File: src/rtl/core/sfir_pkg.sv
// Shared types and constants of the symmetric FIR low-pass filter.
package sfir_pkg;

    // Default number of taps held in the delay line
    localparam int unsigned MAX_TAPS_DEF = 64;

    // Field widths
    localparam int unsigned ORDER_W     = 6;
    localparam int unsigned SAMPLE_W    = 16;
    localparam int unsigned COEF_W      = 18;
    localparam int unsigned IDX_W       = 6;
    localparam int unsigned CMD_W       = 2;

    // Register reset and rounding position (Q8.32 sum down to Q1.15)
    localparam logic [ORDER_W-1:0] ORDER_RESET = 6'd32;
    localparam int unsigned        ROUND_SHIFT = 17;

    // Word kinds on the input stream
    typedef enum logic [CMD_W-1:0] {
        CMD_SAMPLE = 2'd0,
        CMD_LOAD   = 2'd1,
        CMD_CLEAR  = 2'd2
    } sfir_cmd_t;

    // Sequencer states
    typedef enum logic [1:0] {
        S_IDLE,
        S_SWEEP,
        S_DRAIN,
        S_EMIT
    } sfir_state_t;

    // Control from the sequencer to the multiply-accumulate unit
    typedef struct packed {
        logic clr;      // start of a new sum
        logic mul_en;   // operands valid this cycle
        logic last;     // operands are the final tap of the sum
    } sfir_mac_ctrl_t;

endpackage

File: src/rtl/core/sfir_hist_mem.sv
// Delay-line memory: one read and one write port, valid bit per entry.
module sfir_hist_mem
    import sfir_pkg::*;
#(
    parameter int unsigned DEPTH  = MAX_TAPS_DEF,
    parameter int unsigned ADDR_W = $clog2(DEPTH)
)
(
    input  logic                       clk,
    input  logic                       rst_n,
    input  logic                       clr,
    input  logic                       rd_en,
    input  logic [ADDR_W-1:0]          rd_addr,
    output logic signed [SAMPLE_W-1:0] rd_data,
    input  logic                       wr_en,
    input  logic [ADDR_W-1:0]          wr_addr,
    input  logic signed [SAMPLE_W-1:0] wr_data
);

    logic signed [SAMPLE_W-1:0] mem_reg [DEPTH];
    logic [DEPTH-1:0]           vld_reg;
    logic signed [SAMPLE_W-1:0] rd_data_reg;
    logic                       rd_vld_reg;

    // Storage array
    always_ff @(posedge clk)
    begin
        if (wr_en)
        begin
            mem_reg[wr_addr] <= wr_data;
        end
        if (rd_en)
        begin
            rd_data_reg <= mem_reg[rd_addr];
        end
    end

    // Valid bits: an entry never written since reset or clear reads as zero
    always_ff @(posedge clk or negedge rst_n)
    begin
        if (!rst_n)
        begin
            vld_reg    <= '0;
            rd_vld_reg <= 1'b0;
        end
        else
        begin
            if (clr)
            begin
                vld_reg <= '0;
            end
            else if (wr_en)
            begin
                vld_reg[wr_addr] <= 1'b1;
            end
            if (rd_en)
            begin
                rd_vld_reg <= vld_reg[rd_addr];
            end
        end
    end

    assign rd_data = rd_vld_reg ? rd_data_reg : '0;

endmodule

File: src/rtl/core/sfir_coef_mem.sv
// Coefficient memory: one write port, one registered read port.
module sfir_coef_mem
    import sfir_pkg::*;
#(
    parameter int unsigned DEPTH  = MAX_TAPS_DEF / 2 + 1,
    parameter int unsigned ADDR_W = $clog2(DEPTH)
)
(
    input  logic                     clk,
    input  logic [ADDR_W-1:0]        rd_addr,
    output logic signed [COEF_W-1:0] rd_data,
    input  logic                     wr_en,
    input  logic [ADDR_W-1:0]        wr_addr,
    input  logic signed [COEF_W-1:0] wr_data
);

    logic signed [COEF_W-1:0] mem_reg [DEPTH];
    logic signed [COEF_W-1:0] rd_data_reg;

    // Storage array, read every cycle
    always_ff @(posedge clk)
    begin
        if (wr_en)
        begin
            mem_reg[wr_addr] <= wr_data;
        end
        rd_data_reg <= mem_reg[rd_addr];
    end

    assign rd_data = rd_data_reg;

endmodule

File: src/rtl/core/sfir_mac.sv
// Multiply-accumulate unit with round-half-up and saturation to Q1.15.
module sfir_mac
    import sfir_pkg::*;
#(
    parameter int unsigned ACC_W = SAMPLE_W + COEF_W + 6
)
(
    input  logic                       clk,
    input  logic                       rst_n,
    input  sfir_mac_ctrl_t             ctrl,
    input  logic signed [SAMPLE_W-1:0] op_sample,
    input  logic signed [COEF_W-1:0]   op_coef,
    output logic                       done,
    output logic [SAMPLE_W-1:0]        res_sample,
    output logic                       res_sat
);

    localparam int unsigned PROD_W = SAMPLE_W + COEF_W;
    localparam int unsigned RND_W  = ACC_W + 1 - ROUND_SHIFT;
    localparam logic [ACC_W:0] ROUND_BIAS = (ACC_W + 1)'(1) << (ROUND_SHIFT - 1);

    logic signed [PROD_W-1:0] prod_reg;
    logic                     prod_vld_reg;
    logic                     prod_last_reg;
    logic signed [ACC_W-1:0]  acc_reg;
    logic                     acc_last_reg;
    logic [RND_W-1:0]         rnd_reg;
    logic                     rnd_vld_reg;
    logic [SAMPLE_W-1:0]      res_sample_reg;
    logic                     res_sat_reg;
    logic                     done_reg;

    logic [ACC_W:0]              acc_ext;
    logic [RND_W-SAMPLE_W:0]     rnd_hi;
    logic                        in_range;
    logic [SAMPLE_W-1:0]         clamp_val;

    // Rounding: add half an LSB, then floor through the part-select
    assign acc_ext = {acc_reg[ACC_W-1], acc_reg} + ROUND_BIAS;

    // Saturation: in range when all bits from the sign of Q1.15 up agree
    assign rnd_hi    = rnd_reg[RND_W-1:SAMPLE_W-1];
    assign in_range  = (&rnd_hi) | ~(|rnd_hi);
    assign clamp_val = rnd_reg[RND_W-1] ? {1'b1, {(SAMPLE_W - 1){1'b0}}}
                                        : {1'b0, {(SAMPLE_W - 1){1'b1}}};

    // Datapath registers
    always_ff @(posedge clk)
    begin
        if (ctrl.mul_en)
        begin
            prod_reg <= op_sample * op_coef;
        end
        if (ctrl.clr)
        begin
            acc_reg <= '0;
        end
        else if (prod_vld_reg)
        begin
            acc_reg <= acc_reg + {{(ACC_W - PROD_W){prod_reg[PROD_W-1]}}, prod_reg};
        end
        if (acc_last_reg)
        begin
            rnd_reg <= acc_ext[ACC_W:ROUND_SHIFT];
        end
        if (rnd_vld_reg)
        begin
            res_sample_reg <= in_range ? rnd_reg[SAMPLE_W-1:0] : clamp_val;
            res_sat_reg    <= ~in_range;
        end
    end

    // Stage valids
    always_ff @(posedge clk or negedge rst_n)
    begin
        if (!rst_n)
        begin
            prod_vld_reg  <= 1'b0;
            prod_last_reg <= 1'b0;
            acc_last_reg  <= 1'b0;
            rnd_vld_reg   <= 1'b0;
            done_reg      <= 1'b0;
        end
        else
        begin
            prod_vld_reg  <= ctrl.mul_en;
            prod_last_reg <= ctrl.mul_en & ctrl.last;
            acc_last_reg  <= prod_vld_reg & prod_last_reg;
            rnd_vld_reg   <= acc_last_reg;
            done_reg      <= rnd_vld_reg;
        end
    end

    assign done       = done_reg;
    assign res_sample = res_sample_reg;
    assign res_sat    = res_sat_reg;

endmodule

File: src/rtl/core/symmetric_fir_lowpass.sv
// Top level of the symmetric FIR low-pass filter: stream ports and sequencer.
//
// A sample word runs one sweep over the delay line, from the oldest tap in use
// down to the newest: each cycle one history entry is read, written back one
// place older (the new sample lands at place 0) and multiplied by the
// coefficient of its symmetric pair, so one multiplier serves every tap. The
// sweep covers length taps (length = tap_order + 1, at most MAX_TAPS); the sum
// then passes the MAC pipeline and the emit state into the output register.
// Load and clear words act in the idle state and give no result. A new word is
// accepted while an earlier result still waits on the output; the sweep stalls
// only at its end if that result has not been taken. Coefficients must be
// loaded before use; they have no reset value.
module symmetric_fir_lowpass
    import sfir_pkg::*;
#(
    parameter int unsigned MAX_TAPS = MAX_TAPS_DEF
)
(
    input  logic                clk,
    input  logic                rst_n,
    // Configuration: tap_order
    input  logic                cfg_we,
    input  logic [ORDER_W-1:0]  cfg_wdata,
    // Input stream
    input  logic                s_axis_tvalid,
    output logic                s_axis_tready,
    input  logic [39:0]         s_axis_tdata,   // sample_in[15:0], coef_index[21:16],
                                                // coef_value[39:22]
    input  logic [CMD_W-1:0]    s_axis_tuser,   // cmd[1:0]
    // Output stream
    output logic                m_axis_tvalid,
    input  logic                m_axis_tready,
    output logic [15:0]         m_axis_tdata,   // sample_out[15:0]
    output logic [0:0]          m_axis_tuser    // saturated[0]
);

    localparam int unsigned TAP_W      = $clog2(MAX_TAPS);
    localparam int unsigned COEF_SLOTS = MAX_TAPS / 2 + 1;
    localparam int unsigned CA_W       = $clog2(COEF_SLOTS);
    localparam int unsigned ACC_W      = SAMPLE_W + COEF_W + TAP_W;

    // Input word fields
    logic signed [SAMPLE_W-1:0] in_sample;
    logic [IDX_W-1:0]           in_coef_index;
    logic signed [COEF_W-1:0]   in_coef_value;
    sfir_cmd_t                  in_cmd;

    assign in_sample     = s_axis_tdata[15:0];
    assign in_coef_index = s_axis_tdata[21:16];
    assign in_coef_value = s_axis_tdata[39:22];
    assign in_cmd        = sfir_cmd_t'(s_axis_tuser);

    // Registers
    sfir_state_t                state_reg, state_next;
    logic [ORDER_W-1:0]         tap_order_reg;
    logic [TAP_W-1:0]           j_reg, j_next;
    logic [TAP_W-1:0]           last_reg, last_next;
    logic signed [SAMPLE_W-1:0] x_reg, x_next;
    logic                       p1_vld_reg;
    logic                       p1_first_reg;
    logic [TAP_W-1:0]           p1_idx_reg;
    logic                       m_tvalid_reg, m_tvalid_next;
    logic [SAMPLE_W-1:0]        m_tdata_reg, m_tdata_next;
    logic                       m_tuser_reg, m_tuser_next;

    // Sequencer outputs
    logic                       in_acc;
    logic                       issue;
    logic                       hist_clr;
    logic                       coef_we;
    sfir_mac_ctrl_t             mac_ctrl;

    // Datapath nets
    logic [TAP_W-1:0]           last_idx;
    logic [TAP_W-1:0]           mirror;
    logic [TAP_W-1:0]           pair_idx;
    logic signed [SAMPLE_W-1:0] hist_rd_data;
    logic signed [SAMPLE_W-1:0] p1_val;
    logic signed [COEF_W-1:0]   coef_rd_data;
    logic                       mac_done;
    logic [SAMPLE_W-1:0]        mac_sample;
    logic                       mac_sat;
    logic                       out_free;

    // Index of the oldest tap in use
    assign last_idx = (32'(tap_order_reg) > 32'(MAX_TAPS - 1)) ? TAP_W'(MAX_TAPS - 1)
                                                               : TAP_W'(tap_order_reg);

    // Coefficient slot of the tap being swept: distance to the nearer end
    assign mirror   = last_reg - j_reg;
    assign pair_idx = (j_reg < mirror) ? j_reg : mirror;

    // Value written back at place p1_idx; also the multiplier operand
    assign p1_val = p1_first_reg ? x_reg : hist_rd_data;

    assign out_free = ~m_tvalid_reg | m_axis_tready;

    // Configuration register
    always_ff @(posedge clk or negedge rst_n)
    begin
        if (!rst_n)
        begin
            tap_order_reg <= ORDER_RESET;
        end
        else if (cfg_we)
        begin
            tap_order_reg <= cfg_wdata;
        end
    end

    // Sequencer state and control
    always_ff @(posedge clk or negedge rst_n)
    begin
        if (!rst_n)
        begin
            state_reg    <= S_IDLE;
            j_reg        <= '0;
            last_reg     <= '0;
            p1_vld_reg   <= 1'b0;
            p1_first_reg <= 1'b0;
            p1_idx_reg   <= '0;
            m_tvalid_reg <= 1'b0;
        end
        else
        begin
            state_reg    <= state_next;
            j_reg        <= j_next;
            last_reg     <= last_next;
            p1_vld_reg   <= issue;
            p1_first_reg <= issue & (j_reg == '0);
            p1_idx_reg   <= j_reg;
            m_tvalid_reg <= m_tvalid_next;
        end
    end

    // Payload registers
    always_ff @(posedge clk)
    begin
        x_reg       <= x_next;
        m_tdata_reg <= m_tdata_next;
        m_tuser_reg <= m_tuser_next;
    end

    // Next state and outputs
    always_comb
    begin
        state_next      = state_reg;
        j_next          = j_reg;
        last_next       = last_reg;
        x_next          = x_reg;
        m_tvalid_next   = m_tvalid_reg & ~m_axis_tready;
        m_tdata_next    = m_tdata_reg;
        m_tuser_next    = m_tuser_reg;
        s_axis_tready   = 1'b0;
        in_acc          = 1'b0;
        issue           = 1'b0;
        hist_clr        = 1'b0;
        coef_we         = 1'b0;
        mac_ctrl.clr    = 1'b0;
        mac_ctrl.mul_en = p1_vld_reg;
        mac_ctrl.last   = p1_first_reg;

        unique case (state_reg)
            S_IDLE:
            begin
                s_axis_tready = 1'b1;
                in_acc        = s_axis_tvalid;
                if (in_acc)
                begin
                    unique case (in_cmd)
                        CMD_SAMPLE:
                        begin
                            x_next       = in_sample;
                            last_next    = last_idx;
                            j_next       = last_idx;
                            mac_ctrl.clr = 1'b1;
                            state_next   = S_SWEEP;
                        end
                        CMD_LOAD:
                        begin
                            coef_we = (32'(in_coef_index) < 32'(COEF_SLOTS));
                        end
                        CMD_CLEAR:
                        begin
                            hist_clr = 1'b1;
                        end
                        default:
                        begin
                        end
                    endcase
                end
            end
            S_SWEEP:
            begin
                issue = 1'b1;
                if (j_reg == '0)
                begin
                    state_next = S_DRAIN;
                end
                else
                begin
                    j_next = j_reg - TAP_W'(1);
                end
            end
            S_DRAIN:
            begin
                if (mac_done)
                begin
                    state_next = S_EMIT;
                end
            end
            S_EMIT:
            begin
                if (out_free)
                begin
                    m_tvalid_next = 1'b1;
                    m_tdata_next  = mac_sample;
                    m_tuser_next  = mac_sat;
                    state_next    = S_IDLE;
                end
            end
            default:
            begin
                state_next = S_IDLE;
            end
        endcase
    end

    // History: read one place newer, write back one place older
    sfir_hist_mem #(
        .DEPTH  (MAX_TAPS),
        .ADDR_W (TAP_W)
    ) u_hist (
        .clk     (clk),
        .rst_n   (rst_n),
        .clr     (hist_clr),
        .rd_en   (issue & (j_reg != '0)),
        .rd_addr (j_reg - TAP_W'(1)),
        .rd_data (hist_rd_data),
        .wr_en   (p1_vld_reg),
        .wr_addr (p1_idx_reg),
        .wr_data (p1_val)
    );

    // Coefficients
    sfir_coef_mem #(
        .DEPTH  (COEF_SLOTS),
        .ADDR_W (CA_W)
    ) u_coef (
        .clk     (clk),
        .rd_addr (CA_W'(pair_idx)),
        .rd_data (coef_rd_data),
        .wr_en   (coef_we),
        .wr_addr (CA_W'(in_coef_index)),
        .wr_data (in_coef_value)
    );

    // Shared multiply-accumulate
    sfir_mac #(
        .ACC_W (ACC_W)
    ) u_mac (
        .clk        (clk),
        .rst_n      (rst_n),
        .ctrl       (mac_ctrl),
        .op_sample  (p1_val),
        .op_coef    (coef_rd_data),
        .done       (mac_done),
        .res_sample (mac_sample),
        .res_sat    (mac_sat)
    );

    assign m_axis_tvalid   = m_tvalid_reg;
    assign m_axis_tdata    = m_tdata_reg;
    assign m_axis_tuser[0] = m_tuser_reg;

`ifndef SYNTHESIS
    // Write-back stage only follows a sweep cycle
    a_p1_after_sweep: assert property (@(posedge clk) disable iff (!rst_n)
        p1_vld_reg |-> $past(state_reg == S_SWEEP))
        else $error("history write-back without a sweep step");

    // A finished sum arrives only while waiting for it
    a_done_in_drain: assert property (@(posedge clk) disable iff (!rst_n)
        mac_done |-> (state_reg == S_DRAIN))
        else $error("accumulator result outside drain");

    // Sweep index never passes the oldest tap in use
    a_sweep_bound: assert property (@(posedge clk) disable iff (!rst_n)
        (state_reg == S_SWEEP) |-> (j_reg <= last_reg))
        else $error("sweep index beyond filter length");

    // Emit with a free output slot presents a word and returns to idle
    a_emit_loads: assert property (@(posedge clk) disable iff (!rst_n)
        ((state_reg == S_EMIT) && out_free) |=> (m_axis_tvalid && (state_reg == S_IDLE)))
        else $error("result not loaded into output register");
`endif

endmodule

File: config.mk
export PLATFORM = sky130hd
export DESIGN_NAME = symmetric_fir_lowpass
export DESIGN_NICKNAME = d
export VERILOG_FILES = /design/src/rtl/core/sfir_pkg.sv /design/src/rtl/core/sfir_hist_mem.sv /design/src/rtl/core/sfir_coef_mem.sv /design/src/rtl/core/sfir_mac.sv /design/src/rtl/core/symmetric_fir_lowpass.sv
export SDC_FILE = /design/constraint.sdc
export NUM_CORES = 2
export LEC_CHECK = 0
export BUFFER_PORTS_ARGS = -buffer_cell sky130_fd_sc_hd__buf_4
export CELL_PAD_IN_SITES_DETAIL_PLACEMENT = 0
export CELL_PAD_IN_SITES_GLOBAL_PLACEMENT = 1
export CORE_MARGIN = 3
export CORE_UTILIZATION = 59
export DETAILED_ROUTE_END_ITERATION = 8
export GPL_TIMING_DRIVEN = 0
export HOLD_SLACK_MARGIN = 0.05
export PLACE_DENSITY = 0.85
export SETUP_SLACK_MARGIN = 0.15
export SKIP_LAST_GASP = 1
export SYNTH_ARGS = -nofsm -noshare
export SYNTH_HDL_FRONTEND = slang
export SYNTH_SLANG_ARGS = --single-unit
File: constraint.sdc
create_clock -name clk -period 22.5 [get_ports clk]
set_input_delay 1.125 -clock clk [delete_from_list [all_inputs] [get_ports clk]]
set_output_delay 1.125 -clock clk [all_outputs]
set_load 0.03 [all_outputs]
Word-level counts from Yosys, hierarchy flattened
Memory sizes are Yosys's and may differ from the RTL's. A register that Yosys moved wholly into a read port is not among the register bits.
Cells that the tools add are included.

storage, ports and cells
  bits in latches = 0
  memories = 2
  bits of input ports = 53
  bits in registers = 247
  RAM bits = 1,618
  bits in read-only memories = 0

memories
  memory          words  width  read ports  clocked after Yosys merged registers in  write ports  line                 text
  u_hist.mem_reg  64     16     1           1                                        1            sfir_hist_mem.sv:20  logic signed [SAMPLE_W-1:0] mem_reg [DEPTH];
  u_coef.mem_reg  33     18     1           1                                        1            sfir_coef_mem.sv:17  logic signed [COEF_W-1:0] mem_reg [DEPTH];

cells by class
  shift-type cells = 0
  order comparisons = 5
  reductions and logical operators = 13
  bitwise gates (word level) = 12
  divide/modulo/power cells = 0
  multiply operators = 1
  multiplexer cells = 38
  equality and inequality tests = 11
  $add $sub $neg = 4

operators by type and width
  cell                      count
  $mux W64                  2
  $mux W16                  4
  $or A64 B64 Y64           1
  $add A40 B18 Y41 const B  1
  $add A40 B40 Y40          1
  $mul A16 B18 Y34          1
  $mux W6                   4
  $mux W1                   19
  $lt A6 B7 Y1 const B      2
  $pmux W6 S2               1
  $mux W2                   5
  $reduce_and A9 Y1         1
  $reduce_or A9 Y1          1
  $ne A2 B2 Y1 const B      4
  $pmux W2 S4               1
  $bmux W1 S6               1
  $demux W1 S6              1
  $eq A2 B2 Y1 const B      3
  $ge A6 B1 Y1 const B      1
  $logic_not A6 Y1          1
  $lt A6 B6 Y1              1
  $lt A6 B6 Y1 const B      1
  $reduce_bool A6 Y1        1
  $sub A6 B1 Y6 const B     1
  other kinds (13)          25

Depth between registers and ports, before layout
  depth in word-level cells = 7
  mapped depth = 29
  depth with buffers taken out = 25

Hierarchy
From an unflattened synthesis, not the netlist that was laid out.

second synthesis, totals
  cell total of the unflattened synthesis = 5,162
  area total of the unflattened synthesis = 86,334.1 um^2

by module, submodules not included
  module                 area an instance (um^2)  times used  cells an instance
  sfir_hist_mem          42,435.7                 1           1,873
  sfir_coef_mem          23,691.5                 1           1,266
  sfir_mac               17,254.0                 1           1,799
  symmetric_fir_lowpass  2,952.8                  1           224

Worst setup path before layout
OpenSTA, ideal clock, no wires.

  path type = reg2reg
  start = reg p1_first_reg
  end = reg u_mac.prod_reg[30], data pin
  period minus slack after synthesis = 8,202 ps
  cell stages (with the launch flop) = 26
  slack = 14,298 ps
  buffers on the path = 3
  arrival time = 7,944 ps
  cells stage by stage = dfrtp_1 -> clkbuf_1 -> nor2b_1 -> clkbuf_1 -> a22o_1 -> clkbuf_1 -> nand2_1 -> fa_1 -> fa_1 -> fa_1 -> fa_1 -> inv_1 -> fa_1 -> inv_1 -> fa_1 -> inv_1 -> ha_1 -> a21o_1 -> a221oi_1 -> o21ai_0 -> a31o_2 -> o211a_1 -> a31oi_1 -> o21bai_1 -> a21oi_1 -> xnor2_1

on the way
  cells in the longest elaborated chain, start to end = 2

RTL lines
  item                    line                          text
  start, declared         symmetric_fir_lowpass.sv:60   logic p1_first_reg;
  start signal, assigned  symmetric_fir_lowpass.sv:130  p1_first_reg <= issue & (j_reg == '0);
  $mux W16                symmetric_fir_lowpass.sv:94   assign p1_val = p1_first_reg ? x_reg : hist_rd_data;
  named net p1_val[1]     symmetric_fir_lowpass.sv:78   logic signed [SAMPLE_W-1:0] p1_val;
  $mul A16 B18 Y34        sfir_mac.sv:52                prod_reg <= op_sample * op_coef;
  end signal, assigned    sfir_mac.sv:52
  end, declared           sfir_mac.sv:22                logic signed [PROD_W-1:0] prod_reg;

The timed path passes the listed nets, and every way through them passes these cells.
A chain may end at the register's enable or synchronous reset.

Worst setup path after layout
  start = reg p1_first_reg
  end = reg u_mac.prod_reg[32], data pin

Same word-level chain as after synthesis.

==> metrics.txt <==
Starting Density 59.6%; CTS tree done; Worst EP required 23000 ps; EDFF count, synth 1742; met2 global-route usage 47.4%; global-route wire length before repair 324000 um; f_max 0.109 GHz; Post-Route WL 218000 um; RSZ-0062 raised after global routing false; drt first pass iters 6; die area 150000 um2; post-DP HPWL 144000 um; r2r startpoint p1_first_reg$_DFF_PN0_; Buffers on Ports 70; Avg WL per Cell 29.1 um; io pins 72; Starting DRT DRC Count 5618; Hold Crit Class primary input to asynchronous set/reset pin; post-layout util 67.3%; Sinks on Clock Net 1899; Compound-Gate Fraction of Synth Area 4.08%; Num CTS Buffers 185; met1 Usage GRT 41.0%; nets 5921; multiplexer share of the synthesized area 12.4%; # DRC 0; max reg flops 1024; Worst Max-Slew Pin Slew 1360 ps; Clk Latency, worst-skew pair 820 ps; area grow syn2layout 12.9%; vias 48200; die width 387 um; XOR/XNOR Fraction of Synth Area 1.06%; Syn Area/Cell 16.9 um2; sequential-to-total area share from yosys stat 65.2%; Syn Nets 5557; final-report hold violation count 0; Netlist cell types 82; most frequent cells in the layout edfxtp_1, mux4_2, nand2_1; Antenna Nets Post-Route 0; FF-to-FF setup slack 13280 ps; WS Path Type flop to flop; setup repair bufs after CTS 0; largest family of logic cells by synthesized area multiplexers; post_cts resized 0; GR Overflow Total 0; Rel. slew slack 6.52%; fraction of the mapped netlist area in adder cells 8.90%; ys async rst share 5.21%; Worst Path Arrival 9720 ps; Final Wtd Congestion 0.873; status complete, no violations; synth warn 0; Synth Area in Simple Gates 5.54%; Synth Register Bits 1899; vias in the first global route 48800; Setup crit end kind flop; Die Y-Extent 387 um; hold_buf cts 0; CP Launch Point p1_first_reg$_DFF_PN0_; Synth Flop Type edfxtp_1; initial antenna violation count 7; Clock Skews 62.9 ps; setup tns final 0 ps; Reg2Reg Depth 24; Slew Viols, Final 0; GRT Max-Usage Layer met2; Clock Path Buffers 3; Row Count 139; CTS clk-pin slew, worst paths 60 ps; Final Cycle Share 41.0%; vias per std cell 6.43; Mapped Area 85800 um2; htree depth 4; gr usage total 29.5%; maximum fanout along the worst path 73; Worst setup endpoint u_mac.prod_reg[32]$_DFFE_PP_; max cap viols 0; core region area 144000 um2; layout cells sized above 1 20.2%; pin count of the biggest net entering global routing 89; RR Endpoint u_mac.prod_reg[32]$_DFFE_PP_; Finish-stage setup viols 0; commonest non-fill, non-tap cell in the layout edfxtp_1; CTS Root Cell clkbuf_16; min Tclk post-route 9220 ps; crit start category flop; met3 global-route usage 6.07%; Syn Inst Count 5069
-- metrics by stage --
step	cell area, um2	setup WS [ps]	instances	hold slack, ps
5_1_grt	96900	12690	7492	131
3_3_place_gp	88700	11660	7042	402
6_report	96900	13280	7495	146
4_1_cts	96900	13280	7492	118
2_1_floorplan	85800	14300	5069	375
3_5_place_dp	90700	13390	7149	405
-- layer usage --
metal	vias up	routed length (um)	share of wire, %
met1	25000	82400	38
met3	466	22100	10
met4	4	7900	3.6
met2	2790	106000	49
met5	-	24	0.011
li1	19900	-	-
-- layout make-up --
type,instances,area [um2]
fillers,9348,47100
multi-input cells,2591,27700
clock inverters,91,1120
clock buffers,252,5030
diodes,3,7.51
flip-flops and latches,1899,56000
plain buffers,232,1160
repair buffers,177,2210
inverters,347,1300
well taps,1903,2380
-- logic make-up after synthesis --
family	Yosys count
DFF	1899
and+or+nand+nor	1008
buffers and inverters	579
muxes	541
AOI/OAI and AO/OA	503
adders and majority gates	435
xor gates and xnor gates	104
-- cells in the mapped netlist (all sizes together) (63+ instances only) --
cell,instances,area [um2]
edfxtp,1742,52300
mux4,412,9280
nand2,376,1420
inv,347,1300
fa,292,5850
nor2,212,796
and2,149,932
ha,143,1790
clkbuf,126,473
buf,106,631
dfrtp,98,2450
a21oi,92,464
mux2i,86,873
o21a,79,593
nand3,72,360
xnor2,71,622
a211oi,63,538
-- worst max-delay path: stages, from the launching register on --
cell and delay (ps):
dfrtp_1 350, clkbuf_1 250, nor2b_1 470, clkbuf_1 440
a22o_1 610, clkbuf_4 870, nand2_1 180, fa_1 550
fa_1 570, fa_1 450, fa_1 560, inv_1 50
fa_1 480, inv_1 50, fa_1 510, inv_1 50
ha_1 350, a21o_1 200, a221oi_1 270, o21ai_0 250
a31o_2 360, o211a_1 290, a31oi_1 350, o21ai_0 190
xor2_1 170
-- worst min path at each step --
stage                                       to  cells past startpoint
finish                state_reg[1]$_DFFE_PN0P_                      1
global route            p1_first_reg$_DFF_PN0_                      1
CTS                   state_reg[1]$_DFFE_PN0P_                      1
detailed placement      m_axis_tuser$_DFFE_PP_                      0
global placement    m_axis_tdata[13]$_DFFE_PP_                      0
floorplan              p1_idx_reg[0]$_DFF_PN0_                      0
Power is left out: the tool's default activity adds up to more than one toggle a clock period on the data nets, which glitch-free logic cannot reach.
